## src/rtl/ais_position_sentence_encoder_top_assert.svh

```systemverilog
// Assertion macros for the AIS position sentence encoder.
`ifndef AIS_POSITION_SENTENCE_ENCODER_TOP_ASSERT_SVH
`define AIS_POSITION_SENTENCE_ENCODER_TOP_ASSERT_SVH

// Check that cons holds in the same cycle as ante.
`define AISPSE_ASSERT_NOW(lbl, ante, cons) \
    lbl: assert property (@(posedge clk) disable iff (!rst_n) (ante) |-> (cons)) \
        else $error("aispse: same-cycle check failed");

// Check that cons holds in the cycle after ante.
`define AISPSE_ASSERT_NEXT(lbl, ante, cons) \
    lbl: assert property (@(posedge clk) disable iff (!rst_n) (ante) |=> (cons)) \
        else $error("aispse: next-cycle check failed");

`endif

```

## src/rtl/aispse_pkg.sv

```systemverilog
// Shared constants, types and helper functions of the AIS position sentence encoder.
`default_nettype none

package aispse_pkg;

    // Input word layout (s_tdata), lowest bit first
    localparam int IN_DATA_W  = 136;
    localparam int MMSI_LSB   = 0;
    localparam int NAV_LSB    = 30;
    localparam int SOG_LSB    = 34;
    localparam int LAT_LSB    = 44;
    localparam int LON_LSB    = 72;
    localparam int COG_LSB    = 101;
    localparam int HDG_LSB    = 113;
    localparam int SEC_LSB    = 122;
    localparam int CHAN_LSB   = 128;

    localparam int OUT_DATA_W = 8;
    localparam int MSG_BITS   = 168;
    localparam int DVD_W      = 30;
    localparam int DIGIT_W    = 3;
    localparam int DIV_DIGITS = DVD_W / DIGIT_W;

    localparam logic [5:0] TYPE1_ID           = 6'd1;
    localparam logic [5:0] TYPE18_ID          = 6'd18;
    localparam logic [26:0] TYPE18_RADIO_STATE = 27'd393222;

    localparam logic [1:0] CHAN_NONE = 2'd0;
    localparam logic [1:0] CHAN_A    = 2'd1;
    localparam logic [1:0] CHAN_B    = 2'd2;

    // Sentence text
    localparam int         HEAD_LEN  = 12;
    localparam logic [95:0] HEAD_TEXT = "!AIVDM,1,1,,";
    localparam logic [6:0] CH_A      = 7'h41;
    localparam logic [6:0] CH_B      = 7'h42;
    localparam logic [6:0] CH_COMMA  = 7'h2c;
    localparam logic [6:0] CH_ZERO   = 7'h30;
    localparam logic [6:0] CH_STAR   = 7'h2a;
    localparam logic [6:0] HEX_ALPHA_OFS = 7'h37;
    localparam logic [5:0] ARMOR_SPLIT    = 6'd40;
    localparam logic [6:0] ARMOR_HIGH_OFS = 7'd56;

    // Sentence byte positions
    localparam logic [5:0] POS_BANG     = 6'd0;
    localparam logic [5:0] POS_HEAD1    = 6'd1;
    localparam logic [5:0] POS_HEAD_END = 6'd11;
    localparam logic [5:0] POS_CHAN     = 6'd12;
    localparam logic [5:0] POS_COMMA1   = 6'd13;
    localparam logic [5:0] POS_PAY0     = 6'd14;
    localparam logic [5:0] POS_PAY_END  = 6'd41;
    localparam logic [5:0] POS_COMMA2   = 6'd42;
    localparam logic [5:0] POS_FILL     = 6'd43;
    localparam logic [5:0] POS_STAR     = 6'd44;
    localparam logic [5:0] POS_HI       = 6'd45;
    localparam logic [5:0] POS_LO       = 6'd46;

    typedef struct packed {
        logic [2:0] q;
        logic [2:0] r;
    } div5_t;

    // One radix-8 digit of division by five: v is remainder*8 + digit, below 40.
    function automatic div5_t div5_step(input logic [5:0] v);
        logic [2:0] q;
        logic [5:0] r;
        div5_t      d;
        q = 3'd0;
        for (int k = 1; k < 8; k++)
        begin
            if (v >= 6'(5 * k))
            begin
                q = 3'(k);
            end
        end
        r = v - (6'({q, 2'b00}) + 6'(q));
        d.q = q;
        d.r = r[2:0];
        return d;
    endfunction

    function automatic logic [6:0] hex_char(input logic [3:0] n);
        return (n < 4'd10) ? (CH_ZERO + {3'b000, n}) : (HEX_ALPHA_OFS + {3'b000, n});
    endfunction

    function automatic logic [6:0] armor_char(input logic [5:0] v);
        return (v < ARMOR_SPLIT) ? (CH_ZERO + {1'b0, v}) : ({1'b0, v} + ARMOR_HIGH_OFS);
    endfunction

endpackage

`default_nettype wire

```

## src/rtl/ais_position_sentence_encoder_top.sv

```systemverilog
// Top level of the AIS position sentence encoder: report in, !AIVDM bytes out.
//
//  Channel  Dir  Handshake          Payload
//  -------  ---  -----------------  ----------------------------------------------
//  s_*      in   s_tvalid/s_tready  tuser: mode; tdata: position report fields
//  m_*      out  m_tvalid/m_tready  tdata: sentence_char; tlast: final hex digit
//
// One report yields 46 bytes (no channel letter) or 47 bytes, one word per cycle
// through the output register while m_tready stays high; the next report is
// taken in the cycle the final digit is loaded.
// Latitude and longitude are scaled by 3/5 in a radix-8 digit-serial divider
// (a prep step, then the digit steps) that runs while the header bytes go out.
// Reset (rst_n, asynchronous) clears all control state; no clearing pass.
// m_tready low holds the output word and stalls the byte sequencer.
`default_nettype none

module ais_position_sentence_encoder_top (
    input  wire logic                             clk,
    input  wire logic                             rst_n,
    input  wire logic                             s_tvalid,
    output logic                                  s_tready,
    // tdata from bit 0 up: mmsi(30), nav_code(4), speed_tenths(10),
    // latitude_microdeg(28), longitude_microdeg(29), course_tenths(12),
    // heading_deg(9), utc_second(6), radio_channel(2), zero fill(6)
    input  wire logic [aispse_pkg::IN_DATA_W-1:0] s_tdata,
    // tuser: mode(1)
    input  wire logic                             s_tuser,
    output logic                                  m_tvalid,
    input  wire logic                             m_tready,
    // tdata from bit 0 up: sentence_char(7), zero fill(1)
    output logic [aispse_pkg::OUT_DATA_W-1:0]     m_tdata,
    output logic                                  m_tlast
);

    import aispse_pkg::*;

`include "ais_position_sentence_encoder_top_assert.svh"

    typedef enum logic [1:0] {C_IDLE, C_PREP, C_DIV, C_LOAD} calc_state_t;

    // Captured report fields
    logic        mode_reg;
    logic [29:0] mmsi_reg;
    logic [3:0]  nav_reg;
    logic [9:0]  sog_reg;
    logic [11:0] cog_reg;
    logic [8:0]  hdg_reg;
    logic [5:0]  sec_reg;
    logic [1:0]  chan_reg, chan_next;

    // Divider lanes
    logic             lat_neg_reg, lon_neg_reg;
    logic [DVD_W-1:0] lat_dvd_reg, lat_dvd_next, lon_dvd_reg, lon_dvd_next;
    logic [DVD_W-1:0] lat_quo_reg, lat_quo_next, lon_quo_reg, lon_quo_next;
    logic [2:0]       lat_rem_reg, lat_rem_next, lon_rem_reg, lon_rem_next;
    logic [3:0]       digit_cnt_reg, digit_cnt_next;
    calc_state_t      calc_state_reg, calc_state_next;

    // Message and sequencer
    logic [MSG_BITS-1:0] msg_reg, msg_next;
    logic                msg_ready_reg, msg_ready_next;
    logic [5:0]          pos_reg, pos_next;
    logic [7:0]          cks_reg, cks_next;
    logic                emit_active_reg, emit_active_next;
    logic                out_valid_reg, out_valid_next;
    logic [6:0]          out_char_reg, out_char_next;
    logic                out_last_reg, out_last_next;

    logic        accept;
    logic        in_payload;
    logic        load_ok;
    logic [6:0]  cur_char;
    logic [27:0] lat_in, lat_abs;
    logic [28:0] lon_in, lon_abs;
    logic [DVD_W-1:0] lat_signed, lon_signed;
    div5_t       lat_step, lon_step;

    assign lat_in  = s_tdata[LAT_LSB +: 28];
    assign lon_in  = s_tdata[LON_LSB +: 29];
    assign lat_abs = lat_in[27] ? (~lat_in + 28'd1) : lat_in;
    assign lon_abs = lon_in[28] ? (~lon_in + 29'd1) : lon_in;

    assign lat_step = div5_step({lat_rem_reg, lat_dvd_reg[DVD_W-1 -: DIGIT_W]});
    assign lon_step = div5_step({lon_rem_reg, lon_dvd_reg[DVD_W-1 -: DIGIT_W]});

    // Truncating toward zero: divide the magnitude, then restore the sign
    assign lat_signed = lat_neg_reg ? (~lat_quo_reg + 30'd1) : lat_quo_reg;
    assign lon_signed = lon_neg_reg ? (~lon_quo_reg + 30'd1) : lon_quo_reg;

    assign in_payload = (pos_reg >= POS_PAY0) && (pos_reg <= POS_PAY_END);
    assign load_ok    = emit_active_reg && (!out_valid_reg || m_tready) &&
                        (!in_payload || msg_ready_reg);
    assign s_tready   = !emit_active_reg || (load_ok && (pos_reg == POS_LO));
    assign accept     = s_tvalid && s_tready;

    // Byte for the current sentence position
    always_comb
    begin
        cur_char = 7'd0;
        case (pos_reg) inside
            [POS_BANG:POS_HEAD_END]:
                cur_char = HEAD_TEXT[8 * (HEAD_LEN - 1 - int'(pos_reg)) +: 7];
            POS_CHAN:
                cur_char = (chan_reg == CHAN_A) ? CH_A : CH_B;
            POS_COMMA1, POS_COMMA2:
                cur_char = CH_COMMA;
            [POS_PAY0:POS_PAY_END]:
                cur_char = armor_char(msg_reg[MSG_BITS-1 -: 6]);
            POS_FILL:
                cur_char = CH_ZERO;
            POS_STAR:
                cur_char = CH_STAR;
            POS_HI:
                cur_char = hex_char(cks_reg[7:4]);
            POS_LO:
                cur_char = hex_char(cks_reg[3:0]);
            default:
                cur_char = 7'd0;
        endcase
    end

    always_comb
    begin
        chan_next        = chan_reg;
        lat_dvd_next     = lat_dvd_reg;
        lon_dvd_next     = lon_dvd_reg;
        lat_quo_next     = lat_quo_reg;
        lon_quo_next     = lon_quo_reg;
        lat_rem_next     = lat_rem_reg;
        lon_rem_next     = lon_rem_reg;
        digit_cnt_next   = digit_cnt_reg;
        calc_state_next  = calc_state_reg;
        msg_next         = msg_reg;
        msg_ready_next   = msg_ready_reg;
        pos_next         = pos_reg;
        cks_next         = cks_reg;
        emit_active_next = emit_active_reg;
        out_valid_next   = out_valid_reg;
        out_char_next    = out_char_reg;
        out_last_next    = out_last_reg;

        // Divider sequence
        unique case (calc_state_reg)
            C_IDLE:
            begin
            end
            C_PREP:
            begin
                // Triple the magnitudes before dividing by five
                lat_dvd_next    = lat_dvd_reg + {lat_dvd_reg[DVD_W-2:0], 1'b0};
                lon_dvd_next    = lon_dvd_reg + {lon_dvd_reg[DVD_W-2:0], 1'b0};
                lat_rem_next    = 3'd0;
                lon_rem_next    = 3'd0;
                digit_cnt_next  = 4'd0;
                calc_state_next = C_DIV;
            end
            C_DIV:
            begin
                lat_quo_next = {lat_quo_reg[DVD_W-DIGIT_W-1:0], lat_step.q};
                lon_quo_next = {lon_quo_reg[DVD_W-DIGIT_W-1:0], lon_step.q};
                lat_rem_next = lat_step.r;
                lon_rem_next = lon_step.r;
                lat_dvd_next = {lat_dvd_reg[DVD_W-DIGIT_W-1:0], {DIGIT_W{1'b0}}};
                lon_dvd_next = {lon_dvd_reg[DVD_W-DIGIT_W-1:0], {DIGIT_W{1'b0}}};
                digit_cnt_next = digit_cnt_reg + 4'd1;
                if (digit_cnt_reg == 4'(DIV_DIGITS - 1))
                begin
                    calc_state_next = C_LOAD;
                end
            end
            C_LOAD:
            begin
                if (mode_reg)
                begin
                    msg_next = {TYPE18_ID, 2'd0, mmsi_reg, 8'd0, sog_reg, 1'b1,
                                lon_signed[27:0], lat_signed[26:0], cog_reg, hdg_reg,
                                sec_reg, 2'd0, TYPE18_RADIO_STATE};
                end
                else
                begin
                    msg_next = {TYPE1_ID, 2'd0, mmsi_reg, nav_reg, 8'd0, sog_reg, 1'b0,
                                lon_signed[27:0], lat_signed[26:0], cog_reg, hdg_reg,
                                sec_reg, 25'd0};
                end
                msg_ready_next  = 1'b1;
                calc_state_next = C_IDLE;
            end
            default:
            begin
                calc_state_next = C_IDLE;
            end
        endcase

        // Output register drains independently of the sequencer
        if (m_tready)
        begin
            out_valid_next = 1'b0;
        end

        if (load_ok)
        begin
            out_valid_next = 1'b1;
            out_char_next  = cur_char;
            out_last_next  = (pos_reg == POS_LO);
            if ((pos_reg >= POS_HEAD1) && (pos_reg <= POS_FILL))
            begin
                cks_next = cks_reg ^ {1'b0, cur_char};
            end
            if (in_payload)
            begin
                msg_next = {msg_reg[MSG_BITS-7:0], 6'd0};
            end
            // Skip the channel letter when the field is empty
            if ((pos_reg == POS_HEAD_END) && (chan_reg == CHAN_NONE))
            begin
                pos_next = POS_COMMA1;
            end
            else
            begin
                pos_next = pos_reg + 6'd1;
            end
            if (pos_reg == POS_LO)
            begin
                emit_active_next = 1'b0;
            end
        end

        // A new report restarts the sentence
        if (accept)
        begin
            chan_next        = (s_tdata[CHAN_LSB +: 2] == CHAN_A ||
                                s_tdata[CHAN_LSB +: 2] == CHAN_B) ?
                               s_tdata[CHAN_LSB +: 2] : CHAN_NONE;
            lat_dvd_next     = {2'b00, lat_abs};
            lon_dvd_next     = {1'b0, lon_abs};
            msg_ready_next   = 1'b0;
            calc_state_next  = C_PREP;
            pos_next         = POS_BANG;
            cks_next         = 8'd0;
            emit_active_next = 1'b1;
        end
    end

    // Control state and registered outputs
    always_ff @(posedge clk or negedge rst_n)
    begin
        if (!rst_n)
        begin
            calc_state_reg  <= C_IDLE;
            digit_cnt_reg   <= 4'd0;
            msg_ready_reg   <= 1'b0;
            msg_reg         <= '0;
            pos_reg         <= 6'd0;
            cks_reg         <= 8'd0;
            chan_reg        <= CHAN_NONE;
            emit_active_reg <= 1'b0;
            out_valid_reg   <= 1'b0;
            out_char_reg    <= 7'd0;
            out_last_reg    <= 1'b0;
        end
        else
        begin
            calc_state_reg  <= calc_state_next;
            digit_cnt_reg   <= digit_cnt_next;
            msg_ready_reg   <= msg_ready_next;
            msg_reg         <= msg_next;
            pos_reg         <= pos_next;
            cks_reg         <= cks_next;
            chan_reg        <= chan_next;
            emit_active_reg <= emit_active_next;
            out_valid_reg   <= out_valid_next;
            out_char_reg    <= out_char_next;
            out_last_reg    <= out_last_next;
        end
    end

    // Payload registers
    always_ff @(posedge clk)
    begin
        if (accept)
        begin
            mode_reg    <= s_tuser;
            mmsi_reg    <= s_tdata[MMSI_LSB +: 30];
            nav_reg     <= s_tdata[NAV_LSB +: 4];
            sog_reg     <= s_tdata[SOG_LSB +: 10];
            cog_reg     <= s_tdata[COG_LSB +: 12];
            hdg_reg     <= s_tdata[HDG_LSB +: 9];
            sec_reg     <= s_tdata[SEC_LSB +: 6];
            lat_neg_reg <= lat_in[27];
            lon_neg_reg <= lon_in[28];
        end
        lat_dvd_reg  <= lat_dvd_next;
        lon_dvd_reg  <= lon_dvd_next;
        lat_quo_reg  <= lat_quo_next;
        lon_quo_reg  <= lon_quo_next;
        lat_rem_reg  <= lat_rem_next;
        lon_rem_reg  <= lon_rem_next;
    end

    assign m_tvalid = out_valid_reg;
    assign m_tdata  = {1'b0, out_char_reg};
    assign m_tlast  = out_last_reg;

    // The divider must be done before the next report is taken
    `AISPSE_ASSERT_NOW(a_accept_calc_idle, accept, calc_state_reg == C_IDLE)
    // Payload sextets are only sent from a loaded message
    `AISPSE_ASSERT_NOW(a_payload_msg_ready, load_ok && in_payload, msg_ready_reg)
    // Sequencer never runs past the final checksum digit
    `AISPSE_ASSERT_NOW(a_pos_bound, emit_active_reg, pos_reg <= POS_LO)
    // Message load completes the scaling pass
    `AISPSE_ASSERT_NEXT(a_load_sets_ready, calc_state_reg == C_LOAD && !accept, msg_ready_reg)

endmodule

`default_nettype wire
```

## config.mk

```make
export PLATFORM = sky130hd
export DESIGN_NAME = ais_position_sentence_encoder_top
export DESIGN_NICKNAME = d
export VERILOG_FILES = /design/src/rtl/aispse_pkg.sv /design/src/rtl/ais_position_sentence_encoder_top.sv
export VERILOG_INCLUDE_DIRS = /design/src /design/src/rtl
export SDC_FILE = /design/constraint.sdc
export NUM_CORES = 1
export LEC_CHECK = 0
export BUFFER_PORTS_ARGS = -buffer_cell sky130_fd_sc_hd__buf_4
export CAP_MARGIN = 5
export CORE_MARGIN = 4
export CORE_UTILIZATION = 35
export DETAILED_ROUTE_END_ITERATION = 6
export SETUP_SLACK_MARGIN = 0.4
export SYNTH_ARGS = -nofsm -noshare
export SYNTH_HDL_FRONTEND = slang
export SYNTH_SLANG_ARGS = --single-unit
export TNS_END_PERCENT = 100
```

## constraint.sdc

```tcl
create_clock -name clk -period 7.2 [get_ports clk]
set_input_delay 1.08 -clock clk [delete_from_list [all_inputs] [get_ports clk]]
set_output_delay 1.08 -clock clk [all_outputs]
set_load 0.005 [all_outputs]
```

* After elaboration in Yosys (flattened, before gate mapping) *
Cells that the tools add are included.

word-level totals
  input port bits = 141
  output and inout bits = 11
  register bits after elaboration = 396

cells by class
  add/sub/neg operators = 19
  eq/ne operators = 16
  mux-type cells = 58
  bitwise logic cells = 5
  magnitude comparators = 23
  reductions and logical operators = 28
  shift-type cells = 1

operators by type and width
  cell                        count
  $mux W168                   3
  $mux W167                   1
  $pmux W30 S2                2
  $shiftx A96 B10 Y7 const A  1
  $mux W28                    3
  $mux W7                     11
  $add A30 B30 Y30            2
  $mux W29                    2
  $add A28 B1 Y28 const B     2
  $not A28 Y28                2
  $ge A6 B5 Y1 const B        6
  $eq A6 B6 Y1 const B        5
  $ge A6 B4 Y1 const B        5
  $add A29 B1 Y29 const B     1
  $not A29 Y29                1
  $add A6 B4 Y7 const A       4
  $add A27 B1 Y27 const B     1
  $mux W27                    1
  $mux W3                     9
  $not A27 Y27                1
  $mux W8                     3
  $eq A6 B4 Y1 const B        3
  $mux W6                     3
  $mux W2                     7
  32 further kinds            71

* Depth between registers and ports, before layout *
  depth in word-level cells = 14
  mapped depth = 15
  depth with buffers taken out = 15

* Least setup slack after synthesis *
OpenSTA, ideal clock, no wires.

  path type = reg2reg
  start = register pos_reg[0]
  end = register cog_reg[0], enable pin
  library setup time = 0.467 ns
  period minus slack after synthesis = 4.993 ns
  stages on the path, launching flop included = 13
  data arrival time = 4.526 ns
  slack = 2.207 ns
  buffers on the path = 3
  cell sequence = dfrtp_1 > clkbuf_1 > inv_1 > ha_1 > nand2b_1 > a22oi_1 > o21a_1 > nor3_1 > o21ai_1 > nand2_1 > inv_1 > clkbuf_1 > clkbuf_1

between the ends
  cells in the longest elaborated chain, start to end = 8

ends and longest elaborated chain
  element                                              line                                      source
  start: declaration                                   ais_position_sentence_encoder_top.sv:62   logic [5:0] pos_reg, pos_next;
  start signal: assignment                             ais_position_sentence_encoder_top.sv:267  pos_reg <= pos_next;
  $ge A6 B4 Y1 / $le A6 B6 Y1 (equally long branches)  ais_position_sentence_encoder_top.sv:90   assign in_payload = (pos_reg >= POS_PAY0) && (pos_reg <= POS_PAY_END);
  $logic_and A1 B1 Y1                                  ais_position_sentence_encoder_top.sv:90
  $logic_not A1 Y1                                     ais_position_sentence_encoder_top.sv:92   (!in_payload || msg_ready_reg);
  $logic_or A1 B1 Y1                                   ais_position_sentence_encoder_top.sv:92
  $logic_and A1 B1 Y1                                  ais_position_sentence_encoder_top.sv:91   assign load_ok = emit_active_reg && (!out_valid_reg || m_tready) &&
  $logic_and A1 B1 Y1 *                                ais_position_sentence_encoder_top.sv:93   assign s_tready = !emit_active_reg || (load_ok && (pos_reg == POS_LO));
  $logic_or A1 B1 Y1 *                                 ais_position_sentence_encoder_top.sv:93
  named net s_tready                                   ais_position_sentence_encoder_top.sv:21   output logic s_tready,
  $logic_and A1 B1 Y1 *                                ais_position_sentence_encoder_top.sv:94   assign accept = s_tvalid && s_tready;
  named net accept                                     ais_position_sentence_encoder_top.sv:69   logic accept;
  end signal: assignment                               ais_position_sentence_encoder_top.sv:286  cog_reg <= s_tdata[COG_LSB +: 12];
  end: declaration                                     ais_position_sentence_encoder_top.sv:46   logic [11:0] cog_reg;

Mark *: on every way through the listed nets, which the timed path passes. The rest lies on a longest branch.
A chain may end at the register's enable or synchronous reset.

* Worst setup path in the final report *
  start = register pos_reg[1]
  end = register mmsi_reg[8], enable pin

between the ends
  cells in the longest elaborated chain, start to end = 8

ends and longest elaborated chain
  element                                              line                                      source
  $ge A6 B4 Y1 / $le A6 B6 Y1 (equally long branches)  ais_position_sentence_encoder_top.sv:90
  $logic_and A1 B1 Y1                                  ais_position_sentence_encoder_top.sv:90
  $logic_not A1 Y1                                     ais_position_sentence_encoder_top.sv:92
  $logic_or A1 B1 Y1                                   ais_position_sentence_encoder_top.sv:92
  $logic_and A1 B1 Y1                                  ais_position_sentence_encoder_top.sv:91
  $logic_and A1 B1 Y1 *                                ais_position_sentence_encoder_top.sv:93
  $logic_or A1 B1 Y1 *                                 ais_position_sentence_encoder_top.sv:93
  $logic_and A1 B1 Y1 *                                ais_position_sentence_encoder_top.sv:94
  end signal: assignment                               ais_position_sentence_encoder_top.sv:283  mmsi_reg <= s_tdata[MMSI_LSB +: 30];
  end: declaration                                     ais_position_sentence_encoder_top.sv:43   logic [29:0] mmsi_reg;

Mark *: on every way between the ends. The rest lies on a longest branch, timed or not.

==> results.yml <==
outcome:
  status: "completed"
yosys:
  syn_area_sq_um: 23000
  synth-main-ff-cell: "dfrtp_1"
  synthMuxAreaShare: 0.0644
  synth_fa_ha_area_frac: 0.0534
  synth_edf_count: 192
  synth_simple_gate_area_frac: 0.148
  synth-compound-area-share: 0.174
  synth_cells: 2379
  synthArstFlopShare: 0.506
  avgSynthCellArea_sq_um: 9.67
  synth.ff_latch_count: 395
  synth_top_family_by_area: "compound AO/OA/AOI/OAI gates"
  ys_warn_count: 0
  synth_xor_area_frac: 0.0568
  synthesis.nets: 2615
  synth_cell_types: 75
  ys_seq_area_frac: 0.471
worst_setup_path:
  reg2reg_from: "pos_reg[1]"
  cpMaxStageDelayCell: "buf_4"
  worst-r2r-cell-count: 11
  worst_path_most_repeated_cell: "buf_4"
  critPathCaptureType: "flip-flop"
  critical_path.max_stage_delay_ns: 0.70
  cp.required_ns: 7.41
  cp-startpoint: "pos_reg[1]"
  crit_type: "flip-flop to flip-flop"
  crit_path_start_kind: "flip-flop"
  rr_endpoint: "mmsi_reg[8]"
  worst-endpoint-arrival_ns: 4.49
  crit_chain: "inv_1, ha_1, nand2b_1, a22oi_1, o21a_1, nor3_1, o21ai_1, nand2_2, inv_6, buf_4, buf_4"
  ff2ff_setup_slack_ns: 2.92
  critical_path.max_fanout: 71
sta:
  fin_tns_setup_ns: 0
  min_period_over_period: 0.594
  worstMarginPinSlew_ns: 1.07
  finalCriticalPeriod_ns: 4.28
  setup_ws_ns: 2.92
  clock_skew_ns: 0.0149
  slew_headroom: 0.276
  hold_viol: 0
  slew_violations: 0
  rsz0062_at_grt: "false"
  max_freq_mhz: 234
  hold_slack_ns: 0.464
  setup_violations: 0
global_routing:
  grt_usage: 0.154
  antenna_found_initial: 0
  grt_max_degree: 153
  grt_first_pass_wirelength_microns: 91600
  grt_pass1_vias: 17800
  grt_overflow: 0
clocking:
  cts_tree: "done"
  h-tree-depth: 2
  numCtsBuffers: 45
  cts_resized: 0
  cts_hold_buf: 0
  clock_path_buffers: 3
  cts.sinks: 395
  cts.clk_slew.worst_paths_ns: 0.06
  clock_latency_ns: 0.59
  cts_root_buf: "clkbuf_16"
  cts_setup_buffers: 0
detailed_routing:
  dr.pass1.iters: 5
  routed_wl_microns: 55600
  postRouteAntennaNets: 0
  dr.max_layer_used: "met4"
  met2_wirelength_microns: 25500
  drt-initial-drc-count: 1173
  wl_met1_microns: 26600
  drc_errors: 0
  routedWlPerCell_microns: 16.6
  wl_met3_microns: 2670
  vias: 17900
  viasPerCell: 5.34
floorplan:
  dieArea_sq_um: 69900
  rows: 93
  fp.coreArea_sq_um: 64700
  start_util: 0.355
  fp.dieH_microns: 264
  ios: 152
  die_x_microns: 264
power_and_ir_drop:
  switching_share: 0.418
  intPower_mw: 7.89
  powerDensity_nw_per_um2: 514
  power.leakage_nw: 10.7
  worst_ir_drop_vdd_v: 0.000339
  p_seq_frac: 0.326
  p_switching_mw: 5.67
  combPwrFrac: 0.492
  power_mw: 13.6
  power_frac_clock: 0.182
placed_design:
  preCtsSetupSlack_ns: 2.83
  place_congestion: 0.875
  dp.cells: 3261
  io_buffers: 144
  placed_area_sq_um: 24800
  detailed_place_hpwl_microns: 36500
finish:
  area_growth_pct: 14.8
  design_area_sq_um: 26400
  stdcell_count: 3344
  final_util: 0.408
  layout.nets: 2689
  largest_reg_flops: 168
  drive_above_1_share: 0.107
  antenna_cells: 0
min_path:
  worstHoldStart: "msg_reg[5]"
  hold_depth: 2
  whs_endpoint: "msg_reg[11]"
  min_path_type: "flip-flop to flip-flop"
flow_run:
  cap_violations: 0
==> cells in the final DEF (no fill, tap or decap), types with 59 or more instances in the layout <==
cell type	instances
mux2i_1	140
o21ai_0	203
xnor2_1	76
dfrtp_1	200
edfxtp_1	192
xor2_1	73
inv_1	59
a21oi_1	211
buf_4	157
ha_1	89
nand2_1	264
nor2_1	218
==> critical path, delay by kind of cell, from the launching register on <==
family	cells	cell delay, ns
buffers and inverters	4	1.86
AND/OR/NAND/NOR	3	0.42
AO/OA/AOI/OAI	3	0.71
adder cells (fa/ha/maj)	1	0.32
flip-flops	1	0.52
==> Yosys cell counts (6+ instances only) <==
cell | n | area (sq um)
xnor2_1 | 76 | 666
nor3_1 | 31 | 155
a211oi_1 | 34 | 255
clkbuf_1 | 114 | 428
a21boi_0 | 7 | 52.6
nor4b_1 | 6 | 52.6
nand2_1 | 265 | 995
nand3b_1 | 29 | 218
xor2_1 | 73 | 639
nand2b_1 | 23 | 144
nand4_1 | 12 | 75.1
o31a_1 | 6 | 52.6
nand3_1 | 36 | 180
o41ai_1 | 15 | 131
a31oi_1 | 36 | 225
and3_1 | 7 | 43.8
o21a_1 | 12 | 90.1
nor4_1 | 7 | 43.8
or2_2 | 8 | 50.1
or3_1 | 31 | 194
edfxtp_1 | 192 | 5770
o211ai_1 | 9 | 67.6
buf_1 | 13 | 48.8
ha_1 | 91 | 1140
or4_1 | 12 | 90.1
a21o_1 | 37 | 278
mux2i_1 | 140 | 1400
dfrtp_1 | 200 | 5000
o31ai_1 | 34 | 255
mux2_2 | 7 | 78.8
a221oi_1 | 8 | 70.1
nor2_1 | 219 | 822
inv_1 | 61 | 229
o21ai_0 | 203 | 1020
a22oi_1 | 8 | 60.1
and2_1 | 7 | 43.8
a21oi_1 | 211 | 1060
nor2b_1 | 26 | 163
==> worst max-delay path by stage <==
stage                              end  slack (ns)  cells after the start
final                      mmsi_reg[8]        2.92                     11
after global routing       mmsi_reg[9]        2.54                     11
after CTS                  mmsi_reg[4]        2.83                     11
after detailed placement  mmsi_reg[24]        2.83                     11
after global placement    mmsi_reg[13]        2.91                     11
after floorplan             cog_reg[0]        2.21                     12
==> cell type report <==
cell class / instances / area [sq um]
Sequential cell: 395 / 10800
Multi-Input combinational cell: 1791 / 11500
Inverter: 61 / 234
Clock inverter: 27 / 355
Tap cell: 855 / 1070
Clock buffer: 56 / 1230
Timing Repair Buffer: 159 / 1210
Fill cell: 6326 / 38300
==> per-layer routing <==
metal,global-route usage,up-vias
li1,-,8760
met1,0.215,8682
met2,0.251,353
met3,0.0282,70
met4,0.0324,0
met5,0,-
==> cell families after synthesis <==
family	count (synthesis)
xor+xnor	149
mux	147
buf+inv	193
other cells	1
fa+ha+maj	96
flops	395
compound gates	664
simple gates	734
==> power groups by stage <==
stage,registers (mW),clock network (mW),logic [mW]
finish,4.42,2.46,6.68
global route,4.55,2.62,7.54
CTS,4.42,2.53,6.68
floorplan,4.17,0,5.27
global placement,4.42,0,6.46
detailed placement,4.44,0,6.62
(Power assumes the default switching activity.)
